File: src/rtl/evh_pkg.sv
// shared constants and register codes for the energy voice activity detector
`default_nettype none
package evh_pkg;

  localparam int MAX_FRAME_DEF   = 1024;
  localparam int SAMPLE_BITS_DEF = 16;

  localparam int LVL_W      = 15;
  localparam int HLIM_W     = 10;
  localparam int HCNT_W     = 11;
  localparam int FLEN_W     = 11;
  localparam int CNT_W      = 11;
  localparam int STATE_W    = 2;
  localparam int CFG_IDX_W  = 3;
  localparam int CFG_DATA_W = 16;
  localparam int OUT_W      = 8;

  localparam logic [CFG_IDX_W-1:0] REG_ONSET     = 3'd0;
  localparam logic [CFG_IDX_W-1:0] REG_OFFSET    = 3'd1;
  localparam logic [CFG_IDX_W-1:0] REG_RECOVER   = 3'd2;
  localparam logic [CFG_IDX_W-1:0] REG_HANG_LIM  = 3'd3;
  localparam logic [CFG_IDX_W-1:0] REG_FRAME_LEN = 3'd4;

  localparam logic [STATE_W-1:0] ST_SILENCE = 2'd0;
  localparam logic [STATE_W-1:0] ST_SPEECH  = 2'd1;
  localparam logic [STATE_W-1:0] ST_ENDING  = 2'd2;

  localparam logic [LVL_W-1:0]  ONSET_RST     = 15'd400;
  localparam logic [LVL_W-1:0]  OFFSET_RST    = 15'd50;
  localparam logic [LVL_W-1:0]  RECOVER_RST   = 15'd100;
  localparam logic [HLIM_W-1:0] HANG_LIM_RST  = 10'd10;
  localparam logic [FLEN_W-1:0] FRAME_LEN_RST = 11'd400;

  localparam logic [CNT_W-1:0]  CNT_MAX  = {CNT_W{1'b1}};
  localparam logic [HCNT_W-1:0] HCNT_MAX = {HCNT_W{1'b1}};

endpackage
`default_nettype wire

File: src/rtl/evh_thresh.sv
// squared threshold times frame length products, two pipelined multiplies
`default_nettype none
module evh_thresh #(
  parameter int MAX_FRAME = evh_pkg::MAX_FRAME_DEF,
  parameter int LEN_W     = $clog2(MAX_FRAME + 1),
  parameter int PROD_W    = 2 * evh_pkg::LVL_W + LEN_W
) (
  input  wire logic                      clk,
  input  wire logic [evh_pkg::LVL_W-1:0] onset_level,
  input  wire logic [evh_pkg::LVL_W-1:0] offset_level,
  input  wire logic [evh_pkg::LVL_W-1:0] recover_level,
  input  wire logic [LEN_W-1:0]          len_eff,
  output logic      [PROD_W-1:0]         onset_prod,
  output logic      [PROD_W-1:0]         offset_prod,
  output logic      [PROD_W-1:0]         recover_prod
);

  localparam int SQ_W = 2 * evh_pkg::LVL_W;

  logic [SQ_W-1:0]  onset_sq;
  logic [SQ_W-1:0]  offset_sq;
  logic [SQ_W-1:0]  recover_sq;
  logic [LEN_W-1:0] len_q;

  always_ff @(posedge clk) begin
    onset_sq   <= SQ_W'(onset_level) * SQ_W'(onset_level);
    offset_sq  <= SQ_W'(offset_level) * SQ_W'(offset_level);
    recover_sq <= SQ_W'(recover_level) * SQ_W'(recover_level);
    len_q      <= len_eff;
  end

  always_ff @(posedge clk) begin
    onset_prod   <= PROD_W'(onset_sq) * PROD_W'(len_q);
    offset_prod  <= PROD_W'(offset_sq) * PROD_W'(len_q);
    recover_prod <= PROD_W'(recover_sq) * PROD_W'(len_q);
  end

endmodule
`default_nettype wire

File: src/rtl/energy_vad_hangover_unit.sv
// top level: frame energy voice activity detector with hangover
// a result passes the input, square and accumulate registers after the transaction that ends a frame
// throughput: one sample per cycle unless a result waits on m_tready, set by the square and accumulate stages
// threshold products follow a register write through the square and product registers
// synchronous reset clears the pipeline valids, frame sums and state, and loads the registers with defaults
`default_nettype none
module energy_vad_hangover_unit #(
  parameter int MAX_FRAME   = evh_pkg::MAX_FRAME_DEF,
  parameter int SAMPLE_BITS = evh_pkg::SAMPLE_BITS_DEF,
  parameter int IN_W        = ((SAMPLE_BITS + 7) / 8) * 8
) (
  input  wire logic                           clk,
  input  wire logic                           rst,
  input  wire logic                           s_tvalid,
  output logic                                s_tready,
  input  wire logic [IN_W-1:0]                s_tdata,   // sample
  output logic                                m_tvalid,
  input  wire logic                           m_tready,
  output logic      [evh_pkg::OUT_W-1:0]      m_tdata,   // voice_active, detector_state
  input  wire logic                           cfg_valid,
  output logic                                cfg_ready,
  input  wire logic [evh_pkg::CFG_IDX_W-1:0]  cfg_index,
  input  wire logic [evh_pkg::CFG_DATA_W-1:0] cfg_data
);

  localparam int LEN_W  = $clog2(MAX_FRAME + 1);
  localparam int SQ_W   = 2 * SAMPLE_BITS - 1;
  localparam int SUM_W  = SQ_W + $clog2(MAX_FRAME);
  localparam int PROD_W = 2 * evh_pkg::LVL_W + LEN_W;
  localparam int CMP_W  = (SUM_W > PROD_W) ? SUM_W : PROD_W;

  logic [evh_pkg::LVL_W-1:0]  onset_level;
  logic [evh_pkg::LVL_W-1:0]  offset_level;
  logic [evh_pkg::LVL_W-1:0]  recover_level;
  logic [evh_pkg::HLIM_W-1:0] hangover_limit;
  logic [evh_pkg::FLEN_W-1:0] frame_length;

  logic [evh_pkg::FLEN_W-1:0] len_nz;
  logic [LEN_W-1:0]           len_eff;
  logic [PROD_W-1:0]          onset_prod;
  logic [PROD_W-1:0]          offset_prod;
  logic [PROD_W-1:0]          recover_prod;

  logic                       adv;
  logic                       in_valid;
  logic [SAMPLE_BITS-1:0]     in_sample;
  logic                       sq_valid;
  logic [SQ_W-1:0]            sq;
  logic [2*SAMPLE_BITS-1:0]   sq_full;

  logic [SUM_W-1:0]            square_sum;
  logic [evh_pkg::CNT_W-1:0]   sample_count;
  logic [evh_pkg::STATE_W-1:0] vad_state;
  logic [evh_pkg::HCNT_W-1:0]  hangover_count;

  logic [SUM_W-1:0]            sum_new;
  logic [CMP_W-1:0]            sum_cmp;
  logic [evh_pkg::CNT_W-1:0]   count_inc;
  logic                        frame_end;
  logic [evh_pkg::STATE_W-1:0] vad_state_next;
  logic [evh_pkg::HCNT_W-1:0]  hangover_count_next;
  logic                        expired;

  assign cfg_ready = 1'b1;

  always_ff @(posedge clk) begin
    if (rst) begin
      onset_level    <= evh_pkg::ONSET_RST;
      offset_level   <= evh_pkg::OFFSET_RST;
      recover_level  <= evh_pkg::RECOVER_RST;
      hangover_limit <= evh_pkg::HANG_LIM_RST;
      frame_length   <= evh_pkg::FRAME_LEN_RST;
    end else if (cfg_valid && cfg_ready) begin
      case (cfg_index)
        evh_pkg::REG_ONSET:     onset_level    <= cfg_data[evh_pkg::LVL_W-1:0];
        evh_pkg::REG_OFFSET:    offset_level   <= cfg_data[evh_pkg::LVL_W-1:0];
        evh_pkg::REG_RECOVER:   recover_level  <= cfg_data[evh_pkg::LVL_W-1:0];
        evh_pkg::REG_HANG_LIM:  hangover_limit <= cfg_data[evh_pkg::HLIM_W-1:0];
        evh_pkg::REG_FRAME_LEN: frame_length   <= cfg_data[evh_pkg::FLEN_W-1:0];
        default: ;
      endcase
    end
  end

  // zero means one sample, clamp to the largest frame
  always_comb begin
    len_nz = (frame_length == '0) ? evh_pkg::FLEN_W'(1) : frame_length;
    if (32'(len_nz) > 32'(MAX_FRAME)) begin
      len_eff = LEN_W'(MAX_FRAME);
    end else begin
      len_eff = LEN_W'(len_nz);
    end
  end

  evh_thresh #(
    .MAX_FRAME (MAX_FRAME),
    .LEN_W     (LEN_W),
    .PROD_W    (PROD_W)
  ) u_thresh (
    .clk           (clk),
    .onset_level   (onset_level),
    .offset_level  (offset_level),
    .recover_level (recover_level),
    .len_eff       (len_eff),
    .onset_prod    (onset_prod),
    .offset_prod   (offset_prod),
    .recover_prod  (recover_prod)
  );

  assign adv      = !(m_tvalid && !m_tready);
  assign s_tready = adv;

  always_ff @(posedge clk) begin
    if (rst) begin
      in_valid <= 1'b0;
      sq_valid <= 1'b0;
    end else if (adv) begin
      in_valid <= s_tvalid;
      sq_valid <= in_valid;
    end
  end

  assign sq_full = $signed(in_sample) * $signed(in_sample);

  always_ff @(posedge clk) begin
    if (adv) begin
      in_sample <= s_tdata[SAMPLE_BITS-1:0];
      sq        <= sq_full[SQ_W-1:0];
    end
  end

  always_comb begin
    sum_new   = square_sum + SUM_W'(sq);
    sum_cmp   = CMP_W'(sum_new);
    count_inc = (sample_count < evh_pkg::CNT_MAX) ? sample_count + 1'b1 : sample_count;
    frame_end = 32'(count_inc) >= 32'(len_eff);
    expired   = hangover_count > evh_pkg::HCNT_W'(hangover_limit);

    vad_state_next      = vad_state;
    hangover_count_next = hangover_count;
    case (vad_state)
      evh_pkg::ST_SPEECH: begin
        if (sum_cmp < CMP_W'(offset_prod)) begin
          vad_state_next      = evh_pkg::ST_ENDING;
          hangover_count_next = '0;
        end
      end
      evh_pkg::ST_ENDING: begin
        if (sum_cmp > CMP_W'(recover_prod)) begin
          vad_state_next = evh_pkg::ST_SPEECH;
        end else begin
          if (hangover_count < evh_pkg::HCNT_MAX) begin
            hangover_count_next = hangover_count + 1'b1;
          end
          if (expired) begin
            vad_state_next = evh_pkg::ST_SILENCE;
          end
        end
      end
      default: begin
        vad_state_next = evh_pkg::ST_SILENCE;
        if (sum_cmp > CMP_W'(onset_prod)) begin
          vad_state_next = evh_pkg::ST_SPEECH;
        end
      end
    endcase
  end

  always_ff @(posedge clk) begin
    if (rst) begin
      square_sum     <= '0;
      sample_count   <= '0;
      vad_state      <= evh_pkg::ST_SILENCE;
      hangover_count <= '0;
      m_tvalid       <= 1'b0;
    end else begin
      if (adv && sq_valid) begin
        if (frame_end) begin
          square_sum     <= '0;
          sample_count   <= '0;
          vad_state      <= vad_state_next;
          hangover_count <= hangover_count_next;
        end else begin
          square_sum   <= sum_new;
          sample_count <= count_inc;
        end
      end
      if (adv && sq_valid && frame_end) begin
        m_tvalid <= 1'b1;
      end else if (m_tready) begin
        m_tvalid <= 1'b0;
      end
    end
  end

  always_ff @(posedge clk) begin
    if (adv && sq_valid && frame_end) begin
      m_tdata <= {{(evh_pkg::OUT_W - evh_pkg::STATE_W - 1){1'b0}}, vad_state_next,
                  (vad_state_next == evh_pkg::ST_SPEECH) ||
                  (vad_state_next == evh_pkg::ST_ENDING)};
    end
  end

endmodule
`default_nettype wire

File: config.mk
export PLATFORM = sky130hd
export DESIGN_NAME = energy_vad_hangover_unit
export DESIGN_NICKNAME = d
export VERILOG_FILES = /design/src/rtl/evh_pkg.sv /design/src/rtl/evh_thresh.sv /design/src/rtl/energy_vad_hangover_unit.sv
export SDC_FILE = /design/constraint.sdc
export NUM_CORES = 2
export LEC_CHECK = 0
export ABC_AREA = 1
export BUFFER_PORTS_ARGS = -buffer_cell sky130_fd_sc_hd__buf_2
export CELL_PAD_IN_SITES_DETAIL_PLACEMENT = 0
export CELL_PAD_IN_SITES_GLOBAL_PLACEMENT = 1
export CORE_AREA = 8 8 513 515
export DETAILED_ROUTE_END_ITERATION = 16
export DIE_AREA = 0 0 521 523
export GPL_TIMING_DRIVEN = 1
export PLACE_DENSITY = 0.59
export SYNTH_ARGS = -nofsm -noshare
export SYNTH_HDL_FRONTEND = slang
export SYNTH_SLANG_ARGS = --single-unit
File: constraint.sdc
create_clock -name clk -period 7.8 [get_ports clk]
set_input_delay 1.56 -clock clk [delete_from_list [all_inputs] [get_ports clk]]
set_output_delay 1.56 -clock clk [all_outputs]
set_load 0.005 [all_outputs]
==> run summary <==
TritonCTS buffer count -> 57
CTS tree -> built
DR iter-0 viols -> 2,676
Area delta synth->final -> 7.77%
Setup bufs post-CTS -> 0
Clock latency on the worst-skew pair -> 0.72 ns
Clk sink count -> 404
Via Count -> 57,800
Core box area -> 255,000 um^2
EDFF count, synth -> 49
ANT nets after route -> 0
Seq cells post-synth -> 404
Cell leakage power -> 0.0455 uW
Crit start category -> flop
CTS Buffer Depth -> 3
Nets -> 11,600
TNS Setup -> 0 ns
Io pins -> 51
Hpwl dp -> 173,000 um
Largest net degree at the start of global routing -> 72
Routed WL per cell -> 16.4 um
Sequential cell area fraction in the yosys report -> 0.113
Slew at the pin closest to its max-slew limit -> 1.20 ns
Final min period -> 6.52 ns
CP Class -> reg -> reg
Drt total wl -> 211,000 um
Post-cts repair resize count -> 0
Max Clock Skew -> 0.0410 ns
RSZ-0062 raised after global routing -> false
Hold Path Class -> reg -> reg
Most common cell after layout, fill and taps aside -> inv_1
Final Max Slew Viols -> 0
Primary FF master, synth -> dfxtp_1
Async SR Flop Fraction -> 0
Post-Syn Area -> 75,900 um^2
Synth warn -> 0
Initial antenna violation count -> 7
H-tree depth -> 2
Grt total ovfl -> 0
Clk slew on worst S/H paths -> 0.06 ns
Gpl congestion -> 0.851
Number of global-route vias before repair -> 63,600
Max-capacitance violation count -> 0
Cell Rows -> 186
WP data arrival -> 6.99 ns
Max frequency -> 153 MHz
Synth Area per Inst -> 7.93 um^2
Fraction of layout cells with a size suffix above 1 -> 0.0288
Slew margin rel. -> 0.201
Final Setup Violations -> 0
WP data required -> 8.27 ns
Endpoints failing hold -> 0
Die area -> 272,000 um^2
Worst VDD drop -> 0.000532 V
Initial Util -> 0.297
Power per cell area -> 363 nW/um^2
Final worst-path cycle share -> 0.836
DR pass1 iterations -> 5
Chip height -> 523 um
Placed inst area -> 79,700 um^2
Dpl cells -> 12,700
Synthesized netlist cell count -> 9,569
CP max FO -> 10
First-pass GRT wire length -> 347,000 um
Clock Root Buffer -> clkbuf_16
Final Cell Area -> 81,800 um^2
Most frequent cells in the layout -> inv_1, nand2_1, fa_1
Global-route usage over all layers -> 0.157
Port-buffer cells -> 43
Die X -> 521 um
Status -> completed
Setup crit end kind -> flop
Final cell count without fillers -> 12,900
Cell variety after synth -> 58
DRC viols -> 0
Avg Vias per Cell -> 4.49
CTS Hold Bufs -> 0
==> final timing paths <==
path / from / endpoint / slack (ns) / cells after the start
setup / recovery: in_sample[15] / sq[28] / 1.28 / 22
hold / removal: frame_length[10] / u_thresh.len_q[10] / 0.37 / 0
setup reg to reg: in_sample[15] / sq[28] / 1.28 / 22
hold reg to reg: frame_length[10] / u_thresh.len_q[10] / 0.37 / 0
==> layer usage <==
layer | up-vias | share of wire | GRT usage | wire length, um
li1 | 28000 | - | - | -
met1 | 28700 | 0.48 | 0.216 | 100000
met2 | 877 | 0.47 | 0.270 | 98900
met3 | 202 | 0.034 | 0.0149 | 7270
met4 | 2 | 0.020 | 0.0315 | 4170
met5 | - | 0.000062 | 0 | 13
==> synth_stat cells (5+ instances only) <==
master	count	area share
nand4_1	61	0.0050
nor4_1	15	0.0012
nor2_1	409	0.020
nand2_1	2282	0.11
a211oi_1	5	0.00049
and3_1	7	0.00058
o21ai_2	5	0.00058
o21ai_0	187	0.012
ha_1	773	0.13
nor3_1	51	0.0034
xnor2_1	91	0.010
inv_1	2462	0.12
o211ai_1	14	0.0014
a31oi_1	39	0.0032
o2111ai_1	6	0.00069
a21boi_1	6	0.00059
or2_2	8	0.00066
nand3_1	170	0.011
nand3b_1	5	0.00049
buf_4	6	0.00059
a21o_1	52	0.0051
and2_1	15	0.0012
o21ai_1	55	0.0036
buf_1	29	0.0014
o31ai_1	6	0.00059
o21a_1	14	0.0014
inv_2	17	0.00084
edfxtp_1	49	0.019
clkbuf_1	287	0.014
xor2_1	202	0.023
dfxtp_1	355	0.094
a21oi_1	428	0.028
buf_2	6	0.00040
fa_1	1378	0.36
o21bai_1	29	0.0029
==> cell families (layout without fill, tap and decap cells) <==
family,Yosys count,in the layout,synth area share
AO/OA/AOI/OAI,866,866,0.0635
AND/OR/NAND/NOR,3043,3043,0.159
other,2,29,0.0000989
flip-flops,404,404,0.113
buffers and inverters,2808,2688,0.139
adder cells (fa/ha/maj),2151,2151,0.491
XOR/XNOR,295,295,0.0342
==> where the power goes <==
| group | switching (uW) | internal (uW) | total (uW) |
|---|---|---|---|
| clock network | 1170 | 1720 | 2890 |
| logic | 14600 | 8330 | 23000 |
| registers | 741 | 3090 | 3830 |
| total | 16500 | 13100 | 29700 |
==> critical path, stage by stage, from the launching register on <==
cell      delay [ns]
edfxtp_1        0.61
nand2_1         0.15
inv_1           0.11
fa_1            0.76
inv_1           0.11
fa_1            0.59
inv_1           0.29
fa_1            0.50
fa_1            0.50
fa_1            0.50
inv_1           0.05
fa_1            0.48
inv_1           0.04
ha_1            0.35
nand2_1         0.12
nor4_1          0.42
nand3b_1        0.13
nand3_1         0.19
nand2_1         0.07
nand2_1         0.10
nand2_1         0.06
nand2_1         0.07
xor2_1          0.06
==> sequential cells by signal, summed over array words and instances, names as in the netlist, 3 cells and up <==
register,count
u_thresh.recover_prod,41
u_thresh.offset_sq,29
u_thresh.offset_prod,41
in_sample,16
sample_count,11
onset_level,15
offset_level,15
u_thresh.len_q,11
square_sum,41
sq,30
u_thresh.onset_prod,41
m_tdata,3
recover_level,15
hangover_limit,10
hangover_count,11
u_thresh.onset_sq,29
u_thresh.recover_sq,29
frame_length,11
==> through the flow <==
stage / hold slack, ns / utilization / power (uW) / worst slack, ns
2_1_floorplan: 0.408 / - / 19800 / 1.87
3_3_place_gp: 0.349 / 0.312 / 27200 / 1.26
3_5_place_dp: 0.361 / 0.312 / 27100 / 1.29
4_1_cts: 0.373 / 0.320 / 30300 / 1.27
5_1_grt: 0.385 / 0.320 / 33300 / 0.863
6_report: 0.370 / 0.320 / 29700 / 1.28
==> final cells by class <==
class | count | area, um^2
Sequential cell | 404 | 8620
Fill cell | 27300 | 173000
Tap cell | 3384 | 4230
Inverter | 2480 | 9310
Antenna cell | 5 | 12.5
Clock buffer | 72 | 1620
Clock inverter | 36 | 462
Multi-Input combinational cell | 6379 | 56900
Timing Repair Buffer | 100 | 706
Power figures use the tool's default switching activity.
